--- src/rtl/lzsd_pkg.sv ---
// ----------------------------------------------------------------------------
// lzsd_pkg
// Shared constants and types of the LZSS ring-window decompressor: window
// geometry, token format, ring access request and controller states.
// ----------------------------------------------------------------------------
package lzsd_pkg;

    localparam int WINDOW_DEPTH = 256;
    localparam int WIN_BITS     = $clog2(WINDOW_DEPTH);
    localparam int MATCH_MAX    = 17;
    localparam int MATCH_MIN    = 2;
    localparam int COUNT_BITS   = 24;
    localparam int CNT_BITS     = 4;
    localparam int BYTE_BITS    = 8;
    // longest run of unconsumed stream bits between input bytes
    localparam int HOLD_MAX     = 12;
    localparam int HOLD_BITS    = 4;
    localparam int BUF_BITS     = HOLD_MAX;
    localparam int FULL_BITS    = BUF_BITS + BYTE_BITS;
    localparam int REMAIN_BITS  = $clog2(MATCH_MAX + 1);
    localparam int FILL_BITS    = WIN_BITS + 1;

    localparam logic [WIN_BITS-1:0] INIT_POS = WIN_BITS'(WINDOW_DEPTH - MATCH_MAX);

    typedef logic [BYTE_BITS-1:0]  byte_t;
    typedef logic [WIN_BITS-1:0]   win_addr_t;
    typedef logic [COUNT_BITS-1:0] count_t;

    typedef enum logic [1:0] {
        TOK_NONE,
        TOK_LIT,
        TOK_COPY
    } tok_kind_t;

    // data carries the literal byte or the copy source position
    typedef struct packed {
        tok_kind_t           kind;
        byte_t               data;
        logic [CNT_BITS-1:0] cnt;
    } token_t;

    typedef struct packed {
        logic      rd_en;
        win_addr_t rd_addr;
        logic      wr_en;
        win_addr_t wr_addr;
        byte_t     wr_data;
    } ring_req_t;

    typedef enum logic [1:0] {
        ST_IDLE,
        ST_LIT,
        ST_COPY
    } state_t;

endpackage

--- src/rtl/lzss_ring_decompressor.sv ---
// ----------------------------------------------------------------------------
// lzss_ring_decompressor
// LZSS decoder with a 256-byte ring window: literal and copy tokens from an
// MSB-first bit stream, output stops at a programmable byte count.
// ----------------------------------------------------------------------------
// Each accepted compressed byte completes no token, completes a literal that
// ST_LIT emits, or completes a copy of cnt+2 bytes (2 to 17): ST_IDLE issues
// the first ring read, then ST_COPY emits one output byte per cycle while the
// output slot is free, as the sequencer streams reads and write-backs through
// the single-port-per-direction ring memory. Output back-pressure stalls the
// sequencer. Once output_limit bytes are produced, input bytes are taken
// and ignored until the limit is raised. The ring reads as
// zero until written; no clearing pass is needed after reset.
module lzss_ring_decompressor (
    input  logic                           clk,
    input  logic                           rst_n,
    input  logic                           cfg_wr_en,
    input  logic [lzsd_pkg::COUNT_BITS-1:0] cfg_wr_data,   // output_limit
    input  logic                           s_axis_tvalid,
    output logic                           s_axis_tready,
    input  logic [7:0]                     s_axis_tdata,   // [7:0] in_byte
    input  logic                           s_axis_tlast,   // last_in
    output logic                           m_axis_tvalid,
    input  logic                           m_axis_tready,
    output logic [7:0]                     m_axis_tdata,   // [7:0] out_byte
    output logic                           m_axis_tlast,   // out_last
    output logic                           m_axis_tuser    // [0] done_res
);
    import lzsd_pkg::*;

    state_t                 state_reg;
    state_t                 state_next;
    byte_t                  lit_reg;
    byte_t                  lit_next;
    win_addr_t              rd_pos_reg;
    win_addr_t              rd_pos_next;
    logic [REMAIN_BITS-1:0] remain_reg;
    logic [REMAIN_BITS-1:0] remain_next;
    win_addr_t              wpos_reg;
    win_addr_t              wpos_next;
    count_t                 bytes_out_reg;
    count_t                 bytes_out_next;
    count_t                 limit_reg;
    logic                   out_valid_reg;
    logic                   out_valid_next;
    byte_t                  out_byte_reg;
    byte_t                  out_byte_next;
    logic                   out_last_reg;
    logic                   out_last_next;
    logic                   out_done_reg;
    logic                   out_done_next;

    token_t                 token;
    ring_req_t              ring_req;
    byte_t                  ring_data;
    logic                   accept;
    logic                   running;
    logic                   slot_free;
    logic                   emit;
    byte_t                  emit_byte;
    logic                   emit_last;
    count_t                 bytes_inc;
    logic                   done_now;

    assign s_axis_tready = (state_reg == ST_IDLE);
    assign accept        = s_axis_tvalid && s_axis_tready;
    assign running       = bytes_out_reg < limit_reg;
    assign slot_free     = !out_valid_reg || m_axis_tready;
    assign bytes_inc     = bytes_out_reg + 1'b1;
    assign done_now      = bytes_inc >= limit_reg;

    lzsd_unpack u_unpack (
        .clk     (clk),
        .rst_n   (rst_n),
        .load    (accept && running),
        .in_byte (s_axis_tdata),
        .last_in (s_axis_tlast),
        .token   (token)
    );

    lzsd_ring u_ring (
        .clk     (clk),
        .rst_n   (rst_n),
        .req     (ring_req),
        .rd_data (ring_data)
    );

    always_comb
    begin
        state_next     = state_reg;
        lit_next       = lit_reg;
        rd_pos_next    = rd_pos_reg;
        remain_next    = remain_reg;
        emit           = 1'b0;
        emit_byte      = lit_reg;
        emit_last      = 1'b1;
        ring_req.rd_en   = 1'b0;
        ring_req.rd_addr = rd_pos_reg;

        case (state_reg)
            ST_IDLE:
            begin
                if (accept && running)
                begin
                    case (token.kind)
                        TOK_LIT:
                        begin
                            lit_next   = token.data;
                            state_next = ST_LIT;
                        end
                        TOK_COPY:
                        begin
                            ring_req.rd_en   = 1'b1;
                            ring_req.rd_addr = token.data;
                            rd_pos_next      = token.data + 1'b1;
                            remain_next      = REMAIN_BITS'(token.cnt) +
                                               REMAIN_BITS'(MATCH_MIN);
                            state_next       = ST_COPY;
                        end
                        default:
                        begin
                            state_next = ST_IDLE;
                        end
                    endcase
                end
            end
            ST_LIT:
            begin
                if (slot_free)
                begin
                    emit       = 1'b1;
                    state_next = ST_IDLE;
                end
            end
            ST_COPY:
            begin
                emit_byte = ring_data;
                emit_last = (remain_reg == REMAIN_BITS'(1)) || done_now;
                if (slot_free)
                begin
                    emit = 1'b1;
                    if (emit_last)
                    begin
                        state_next = ST_IDLE;
                    end
                    else
                    begin
                        // issue the next read while this byte is written back
                        ring_req.rd_en = 1'b1;
                        rd_pos_next    = rd_pos_reg + 1'b1;
                        remain_next    = remain_reg - 1'b1;
                    end
                end
            end
            default:
            begin
                state_next = ST_IDLE;
            end
        endcase

        ring_req.wr_en   = emit;
        ring_req.wr_addr = wpos_reg;
        ring_req.wr_data = emit_byte;

        wpos_next      = emit ? wpos_reg + 1'b1 : wpos_reg;
        bytes_out_next = emit ? bytes_inc : bytes_out_reg;

        out_valid_next = out_valid_reg && !m_axis_tready;
        out_byte_next  = out_byte_reg;
        out_last_next  = out_last_reg;
        out_done_next  = out_done_reg;
        if (emit)
        begin
            out_valid_next = 1'b1;
            out_byte_next  = emit_byte;
            out_last_next  = emit_last;
            out_done_next  = done_now;
        end
    end

    always_ff @(posedge clk or negedge rst_n)
    begin
        if (!rst_n)
        begin
            state_reg     <= ST_IDLE;
            remain_reg    <= '0;
            wpos_reg      <= INIT_POS;
            bytes_out_reg <= '0;
            limit_reg     <= '0;
            out_valid_reg <= 1'b0;
        end
        else
        begin
            state_reg     <= state_next;
            remain_reg    <= remain_next;
            wpos_reg      <= wpos_next;
            bytes_out_reg <= bytes_out_next;
            out_valid_reg <= out_valid_next;
            if (cfg_wr_en)
            begin
                limit_reg <= cfg_wr_data;
            end
        end
    end

    always_ff @(posedge clk)
    begin
        lit_reg      <= lit_next;
        rd_pos_reg   <= rd_pos_next;
        out_byte_reg <= out_byte_next;
        out_last_reg <= out_last_next;
        out_done_reg <= out_done_next;
    end

    assign m_axis_tvalid = out_valid_reg;
    assign m_axis_tdata  = out_byte_reg;
    assign m_axis_tlast  = out_last_reg;
    assign m_axis_tuser  = out_done_reg;

`ifndef SYNTHESIS
    a_count_follows_write: assert property (@(posedge clk) disable iff (!rst_n)
        ring_req.wr_en |=> bytes_out_reg == COUNT_BITS'($past(bytes_out_reg) + 1'b1))
        else $error("output count did not advance with a ring write");

    a_wpos_follows_write: assert property (@(posedge clk) disable iff (!rst_n)
        ring_req.wr_en |=> wpos_reg == WIN_BITS'($past(wpos_reg) + 1'b1))
        else $error("write pointer did not advance with a ring write");

    a_copy_remain_range: assert property (@(posedge clk) disable iff (!rst_n)
        state_reg == ST_COPY |-> (remain_reg != '0) &&
                                 (remain_reg <= REMAIN_BITS'(MATCH_MAX)))
        else $error("copy length out of range");

    a_done_ends_token: assert property (@(posedge clk) disable iff (!rst_n)
        (emit && done_now) |=> (state_reg == ST_IDLE) && m_axis_tlast)
        else $error("decoding continued past the output limit");
`endif

endmodule

--- src/rtl/lzsd_ring.sv ---
// ----------------------------------------------------------------------------
// lzsd_ring
// 256-byte history ring with a registered read. Forwards a write that
// lands on the address read in the same cycle, and returns zero for entries
// not yet written since reset, tracked by a fill count from the initial
// write position.
// ----------------------------------------------------------------------------
module lzsd_ring (
    input  logic               clk,
    input  logic               rst_n,
    input  lzsd_pkg::ring_req_t req,
    output lzsd_pkg::byte_t    rd_data
);
    import lzsd_pkg::*;

    byte_t                 mem [WINDOW_DEPTH];
    byte_t                 raw_reg;
    byte_t                 fwd_data_reg;
    logic                  fwd_hit_reg;
    logic                  fresh_reg;
    logic [FILL_BITS-1:0]  fill_reg;
    logic [FILL_BITS-1:0]  fill_next;
    win_addr_t             rd_offset;
    logic                  rd_written;

    // writes run in sequence from INIT_POS, so written entries form one span
    assign rd_offset  = req.rd_addr - INIT_POS;
    assign rd_written = {1'b0, rd_offset} < fill_reg;

    always_comb
    begin
        fill_next = fill_reg;
        if (req.wr_en && (fill_reg < FILL_BITS'(WINDOW_DEPTH)))
        begin
            fill_next = fill_reg + 1'b1;
        end
    end

    always_ff @(posedge clk)
    begin
        if (req.wr_en)
        begin
            mem[req.wr_addr] <= req.wr_data;
        end
        if (req.rd_en)
        begin
            raw_reg      <= mem[req.rd_addr];
            fwd_data_reg <= req.wr_data;
        end
    end

    always_ff @(posedge clk or negedge rst_n)
    begin
        if (!rst_n)
        begin
            fill_reg    <= '0;
            fwd_hit_reg <= 1'b0;
            fresh_reg   <= 1'b0;
        end
        else
        begin
            fill_reg <= fill_next;
            // hold the read result until the next read is issued
            if (req.rd_en)
            begin
                fwd_hit_reg <= req.wr_en && (req.wr_addr == req.rd_addr);
                fresh_reg   <= rd_written;
            end
        end
    end

    assign rd_data = fwd_hit_reg ? fwd_data_reg : (fresh_reg ? raw_reg : '0);

`ifndef SYNTHESIS
    a_fill_bounded: assert property (@(posedge clk) disable iff (!rst_n)
        fill_reg <= FILL_BITS'(WINDOW_DEPTH))
        else $error("ring fill count overran the ring depth");
`endif

endmodule

--- src/rtl/lzsd_unpack.sv ---
// ----------------------------------------------------------------------------
// lzsd_unpack
// MSB-first bit unpacker. Appends each accepted byte to the held stream bits,
// decodes at most one literal or copy token and keeps the remaining bits.
// ----------------------------------------------------------------------------
module lzsd_unpack (
    input  logic             clk,
    input  logic             rst_n,
    input  logic             load,
    input  lzsd_pkg::byte_t  in_byte,
    input  logic             last_in,
    output lzsd_pkg::token_t token
);
    import lzsd_pkg::*;

    logic [BUF_BITS-1:0]  buf_reg;
    logic [BUF_BITS-1:0]  buf_next;
    logic [HOLD_BITS-1:0] held_reg;
    logic [HOLD_BITS-1:0] held_next;
    logic [FULL_BITS-1:0] full;
    logic [FULL_BITS-1:0] aligned;
    logic [4:0]           avail;
    logic [4:0]           left;
    logic                 flag;

    always_comb
    begin
        avail   = 5'(held_reg) + 5'(BYTE_BITS);
        full    = {buf_reg, in_byte};
        // left-align so the flag sits in the top bit
        aligned = full << (5'(FULL_BITS) - avail);
        flag    = aligned[FULL_BITS-1];

        token.data = aligned[FULL_BITS-2 -: BYTE_BITS];
        token.cnt  = aligned[FULL_BITS-2-BYTE_BITS -: CNT_BITS];
        token.kind = TOK_NONE;
        left       = avail;
        if (flag && (avail >= 5'(1 + BYTE_BITS)))
        begin
            token.kind = TOK_LIT;
            left       = avail - 5'(1 + BYTE_BITS);
        end
        else if (!flag && (avail >= 5'(1 + BYTE_BITS + CNT_BITS)))
        begin
            token.kind = TOK_COPY;
            left       = avail - 5'(1 + BYTE_BITS + CNT_BITS);
        end

        buf_next  = full[BUF_BITS-1:0] & ~({BUF_BITS{1'b1}} << left);
        held_next = left[HOLD_BITS-1:0];
        // drop a partial token at the end of the stream
        if (last_in)
        begin
            buf_next  = '0;
            held_next = '0;
        end
    end

    always_ff @(posedge clk or negedge rst_n)
    begin
        if (!rst_n)
        begin
            buf_reg  <= '0;
            held_reg <= '0;
        end
        else if (load)
        begin
            buf_reg  <= buf_next;
            held_reg <= held_next;
        end
    end

`ifndef SYNTHESIS
    a_held_bounded: assert property (@(posedge clk) disable iff (!rst_n)
        held_reg <= HOLD_BITS'(HOLD_MAX))
        else $error("unpacker holds more bits than one partial token");
`endif

endmodule
--- config.mk ---
export PLATFORM = sky130hd
export DESIGN_NAME = lzss_ring_decompressor
export DESIGN_NICKNAME = d
export VERILOG_FILES = /design/src/rtl/lzsd_pkg.sv /design/src/rtl/lzss_ring_decompressor.sv /design/src/rtl/lzsd_ring.sv /design/src/rtl/lzsd_unpack.sv
export SDC_FILE = /design/constraint.sdc
export NUM_CORES = 2
export LEC_CHECK = 0
export ABC_AREA = 0
export BUFFER_PORTS_ARGS = -buffer_cell sky130_fd_sc_hd__buf_2
export CORE_ASPECT_RATIO = 0.9
export CORE_UTILIZATION = 50
export CTS_BUF_LIST = sky130_fd_sc_hd__clkbuf_2
export CTS_CLUSTER_DIAMETER = 60
export CTS_CLUSTER_SIZE = 12
export DETAILED_ROUTE_END_ITERATION = 12
export GPL_ROUTABILITY_DRIVEN = 0
export PLACE_DENSITY_LB_ADDON = 0.05
export SETUP_SLACK_MARGIN = 0.15
export SLEW_MARGIN = 20
export SYNTH_ARGS = -nofsm -noshare
export SYNTH_HDL_FRONTEND = slang
export SYNTH_SLANG_ARGS = --single-unit
--- constraint.sdc ---
create_clock -name clk -period 13.8 [get_ports clk]
set_clock_uncertainty 0.1 [all_clocks]
set_input_delay 3.45 -clock clk [delete_from_list [all_inputs] [get_ports clk]]
set_output_delay 3.45 -clock clk [all_outputs]
set_load 0.01 [all_outputs]
* Word-level counts from Yosys, hierarchy flattened
Memories as Yosys holds them, arrays and structs flattened. A register that Yosys moved wholly into a read port is not among the register bits.
Cells that the tools add are included.
** Word-level totals
- Output and inout port bits :: 12
- Bits in latches :: 0
- Memory bits (read-only) :: 0
- Memories kept :: 1
- Input bits :: 38
- Bits in writable memories :: 2048
- Flip-flop bits (word level) :: 125
** Memory list
- u_ring.mem :: words 256, width 8, rd ports 1, clocked after Yosys merged registers in 1, write ports 1, line lzsd_ring.sv:16 : byte_t mem [WINDOW_DEPTH];
** Operators by class
- $add $sub $neg :: 12
- Equal/unequal tests :: 12
- Mux-type cells :: 36
- Divide/modulo/power cells :: 0
- $lt $le $gt $ge :: 6
- Reductions and logical operators :: 18
- $mul :: 0
- Bitwise logic cells :: 2
- Shift-type cells :: 2
** Operator list (count)
- $mux W8 :: 8
- $mux W5 :: 6
- $add A24 B1 Y24 const B :: 1
- $add A8 B1 Y8 const B :: 3
- $ge A24 B24 Y1 :: 1
- $lt A24 B24 Y1 :: 1
- $shl A20 B5 Y20 :: 1
- $mux W9 :: 2
- $pmux W8 S2 :: 1
- $and A12 B12 Y12 :: 1
- $mux W12 :: 1
- $mux W2 :: 6
- $not A12 Y12 :: 1
- $shl A12 B5 Y12 const A :: 1
- $ge A5 B4 Y1 const B :: 2
- $pmux W5 S2 :: 1
- $sub A5 B4 Y5 const B :: 2
- $add A9 B1 Y9 const B :: 1
- $lt A8 B9 Y1 :: 1
- $lt A9 B9 Y1 const B :: 1
- $eq A8 B8 Y1 :: 1
- $ne A2 B2 Y1 const B :: 4
- $sub A8 B8 Y8 const B :: 1
- $logic_and A1 B1 Y1 :: 7
- other kinds (21) :: 33

* Logic depth before layout (Yosys ltp)
- Depth after elaboration :: 13
- Mapped depth :: 27
- Mapped depth without buffers :: 21

* Cells and area by module
Synthesis repeated with hierarchy kept, for this count alone.
** Unflattened totals
- Cells, all modules :: 4521
- Area total of the unflattened synthesis :: 87706.6 um2
** By module, submodules not included
- lzsd_ring :: area an instance 80344.6 um2, cells an instance 3752, instances 1, sequential area each 62254.7 um2
- lzss_ring_decompressor :: area an instance 5591.6 um2, cells an instance 565, instances 1, sequential area each 2391.0 um2
- lzsd_unpack :: area an instance 1770.4 um2, cells an instance 204, instances 1, sequential area each 400.4 um2

* Worst setup path before layout
No wires, ideal clock.
- Path type :: register -> register
- From :: register state_reg[0]
- To :: register out_byte_reg[0] (netlist: m_axis_tdata[0]), data pin
- Stages on the path, launching flop included :: 8
- Clock period less this slack :: 10.202 ns
- Arrival time :: 8.513 ns
- Data required time :: 12.111 ns
- Setup slack :: 3.598 ns
- Path through :: dfrtp_1 inv_1 ha_1 clkbuf_1 buf_1 buf_1 nor2_1 a21oi_1
** Between the ends
- Cells in the longest elaborated chain, start to end :: 2
** Ends and longest elaborated chain
- start, declared :: line lzss_ring_decompressor.sv:31 : state_t state_reg;
- start signal, assigned :: line lzss_ring_decompressor.sv:194 : state_reg <= state_next;
- $eq A2 B2 Y1 :: line lzss_ring_decompressor.sv:100 : case (state_reg)
- $mux W8 :: line lzss_ring_decompressor.sv:100
- named net emit_byte[0] :: line lzss_ring_decompressor.sv:60 : byte_t emit_byte;
- end signal, assigned :: line lzss_ring_decompressor.sv:210 : out_byte_reg <= out_byte_next;
- end, declared :: line lzss_ring_decompressor.sv:46 : byte_t out_byte_reg;
The timed path passes the listed nets, and every way through them passes these cells.
A chain may end at the register's enable or synchronous reset.

* Worst setup path after layout
- From :: register u_unpack.held_reg[0]
- To :: register u_ring.raw_reg[6], read port of u_ring.mem, data pin
** Between the ends
- Cells in the longest elaborated chain, start to end :: 11
** Ends and longest elaborated chain
- start, declared :: line lzsd_unpack.sv:18 : logic [HOLD_BITS-1:0] held_reg;
- start signal, assigned :: line lzsd_unpack.sv:69 : held_reg <= held_next;
- $add A4 B4 Y5 * :: line lzsd_unpack.sv:28 : avail = 5'(held_reg) + 5'(BYTE_BITS);
- $sub A5 B5 Y5 :: line lzsd_unpack.sv:31 : aligned = full << (5'(FULL_BITS) - avail);
- $shl A20 B5 Y20 :: line lzsd_unpack.sv:31
- $logic_not A1 Y1 :: line lzsd_unpack.sv:43 : else if (!flag && (avail >= 5'(1 + BYTE_BITS + CNT_BITS)))
- $logic_and A1 B1 Y1 :: line lzsd_unpack.sv:43
- $mux W2 :: line lzsd_unpack.sv:43
- $mux W2 :: line lzsd_unpack.sv:38 : if (flag && (avail >= 5'(1 + BYTE_BITS)))
- $eq A2 B2 Y1 :: line lzss_ring_decompressor.sv:105 : case (token.kind)
- $mux W9 * :: line lzss_ring_decompressor.sv:105
- $mux W9 * :: line lzss_ring_decompressor.sv:103 : if (accept && running)
- $pmux W1 S2 or $mux W8 (tied branches) :: line lzss_ring_decompressor.sv:100
- end, declared :: line lzsd_ring.sv:17 : byte_t raw_reg;
Mark *: on every way between the ends. The rest lies on a longest branch, timed or not.

==> impl_metrics.yaml <==
clocking:
  cts_setup_buffers: 0
  ctsHoldBuffers: 0
  clock_sinks: 2181
  clk_pin_slew_ns: 0.24
  cts_tree: "built"
  cts_root_buffer: "clkbuf_2"
  ctsResizeCount: 0
  tritoncts.num_buffers: 205
  insertion_delay_ns: 1.87
  htreeDepth: 4
  cts_max_path_buffers: 3
die:
  initial_core_util_pct: 50.4
  die-area_sq_mm: 0.182
  fp.dieH_um: 405
  std_cell_rows: 147
  pin_count: 50
  dieWidth_um: 449
  core_sq_mm: 0.179
power_and_ir_drop:
  power_leakage_nw: 31.9
  cellPowerDensity_mw_per_mm2: 227
  ir_drop_uv: 334
sta:
  max_slew_margin_pct: 18.1
  setup_viol: 0
  maxSlewViolCount: 0
  fin_crit_sh_pct: 60.2
  min_period_ns: 8.30
  hold_slack_ns: 0.389
  hold_viol: 0
  rsz0062_at_grt: "no"
  fin_ws_ns: 5.50
  final.setup.tns_ns: 0
  tightest_slew_ns: 1.23
  fmax_mhz: 120
synth:
  synth_top_area_share_pct: 69.7
  ys_seq_area_share_pct: 72.2
  postSynthAreaPerCell_sq_um: 14.0
  synth_nets: 6565
  syn_area_sq_mm: 0.0901
  yosys-top-cells-area: "edfxtp_1 70%, mux2i_1 5.7%, nand2_1 4.9%"
  yosysWarningCount: 0
  synth-edff-count: 2090
  netlist-cell-type-count: 70
  synth_top_flop_cell: "edfxtp_1"
  async_flop_share_pct: 4.17
  synth-seq-cells: 2181
  synthCells: 6456
  yosys.area.top_type: "edfxtp_1"
route:
  wl_per_cell_um: 28.7
  antenna_left: 0
  post-route-drc-count: 0
  drt_iter0_drc: 6538
  wl_um: 255000
  viasPerCell: 6.16
  firstDrtPassIters: 6
  vias: 54755
global_route:
  overflow: 0
  grt_usage_pct: 27.8
  grt_max_degree: 219
  grt_pass1_wl_um: 369000
  grt_antenna_before_repair: 4
  grt_pass1_vias: 51595
placed_design:
  placed_area_sq_mm: 0.0930
  place_ws_ns: 3.59
  port_buffers: 49
  hpwl_um: 144000
setup_path:
  worst-r2r-setup-slack_ns: 5.50
  startpoint: "u_unpack.held_reg[0]"
  reg2reg_from: "u_unpack.held_reg[0]"
  worstSetupEndpointType: "flip-flop"
  worstPathRequired_ns: 15.43
  r2r_cells: 17
  start_kind: "flip-flop"
  critPathKind: "flip-flop to flip-flop"
  r2r_end: "u_ring.raw_reg[6]"
  path_max_fanout: 39
  endpoint: "u_ring.raw_reg[6]"
  worst_ep_arrival_time_ns: 9.93
layout:
  nNetsFinal: 6530
  final_cell_area_sq_mm: 0.0945
  nFillCells: 15016
  drive_gt1_share_pct: 8.52
  area_growth_pct: 4.96
  largest_reg_flops: 2048
  final_util_pct: 52.9
outcome:
  outcome: "finished, final reports clean"
job:
  maxCapViolations: 0
hold_path:
  hp-class: "flip-flop to flip-flop"
-- logic make-up after synthesis --
kind of cell,after synthesis,synth area share (%)
buffers and inverters,478,2.39
flip-flops,2181,72.2
adder cells (fa/ha/maj),71,0.986
AND/OR/NAND/NOR,2189,10.4
AO/OA/AOI/OAI,904,6.74
XOR/XNOR,86,0.845
multiplexers,547,6.46
-- worst min path at each step --
stage | slack, ns | cells after the start | startpoint | to
2_1_floorplan | 0.35 | 1 | u_ring.fill_reg[7] | u_ring.fill_reg[7]
3_3_place_gp | 0.37 | 1 | u_ring.fill_reg[7] | u_ring.fill_reg[7]
3_5_place_dp | 0.36 | 1 | u_ring.fill_reg[7] | u_ring.fill_reg[7]
4_1_cts | 0.39 | 1 | u_ring.fill_reg[7] | u_ring.fill_reg[7]
5_1_grt | 0.41 | 1 | u_ring.fill_reg[7] | u_ring.fill_reg[7]
6_report | 0.39 | 1 | u_ring.fill_reg[7] | u_ring.fill_reg[7]
-- layout make-up --
| type | instances | area (sq um) | share of cell area (%) |
|---|---|---|---|
| tap | 2384 | 2980 | 3.16 |
| antenna | 9 | 22.5 | 0.0238 |
| clock inverter | 28 | 279 | 0.295 |
| timing repair buffer | 176 | 1490 | 1.58 |
| inverter | 60 | 240 | 0.254 |
| clock buffer | 252 | 1260 | 1.33 |
| multi-input combinational | 3797 | 23200 | 24.5 |
| sequential | 2181 | 65000 | 68.8 |
-- layout by cell type (no fill, tap or decap), types with 8 or more instances in the layout --
cell,instances
o32ai_1,9
mux2i_1,512
xor2_1,30
ha_1,70
o41ai_1,47
nor3_1,15
nand4_1,18
nor2_1,311
buf_2,48
nand3_1,521
inv_1,56
nand2_1,1164
o31ai_1,10
clkbuf_2,252
buf_12,23
xnor2_1,55
edfxtp_1,2090
mux4_2,26
diode_2,9
a21o_1,11
nor2b_1,15
and3_1,22
o32a_1,8
a21oi_4,10
a211oi_1,11
o21ai_0,57
dfrtp_1,84
a31oi_1,8
nor4_1,68
o221ai_1,241
inv_2,9
buf_4,104
o22ai_1,23
a21oi_1,394
nand3_2,12
-- routing by layer --
metal / vias up / track usage [%] / part of all wire [%]
met5: - / 0 / 0
met1: 27922 / 41.4 / 44
met4: 0 / 6.90 / 2.3
met3: 328 / 4.63 / 7.8
met2: 2223 / 42.6 / 46
li1: 24282 / - / -
-- worst max-delay path: stages, from the launching register on --
cell	delay, ns
dfrtp_1	0.36
buf_4	0.33
inv_2	0.18
ha_1	1.00
mux2i_1	0.39
mux4_2	0.31
nand2_1	0.09
o211a_4	0.21
nor3_4	0.80
mux2i_4	1.02
buf_4	0.67
mux2i_1	0.16
o221ai_1	0.46
a211oi_1	0.21
or4_1	0.54
a41oi_1	0.43
o2111ai_1	0.55
o22ai_1	0.35
-- per-stage QoR --
stage	power (mW)	std cells
2_1_floorplan	15.2	6456
3_3_place_gp	18.8	8598
3_5_place_dp	18.9	8598
4_1_cts	21.5	8878
5_1_grt	22.4	8886
6_report	21.5	8887
-- report_power, final --
part / internal [mW] / switching [mW]
Clock: 0.585 / 2.08
Sequential: 8.46 / 0.126
Combinational: 2.75 / 7.48
-- Yosys cell counts (all sizes together) (49+ instances only) --
| master | number |
|---|---|
| edfxtp | 2090 |
| nand2 | 1166 |
| nand3 | 533 |
| mux2i | 515 |
| a21oi | 405 |
| nor2 | 313 |
| o221ai | 241 |
| clkbuf | 214 |
| buf | 204 |
| dfrtp | 84 |
| nor4 | 75 |
| ha | 71 |
| o21ai | 61 |
| inv | 60 |
| xnor2 | 56 |
| o41ai | 49 |
(Power assumes the default switching activity.)
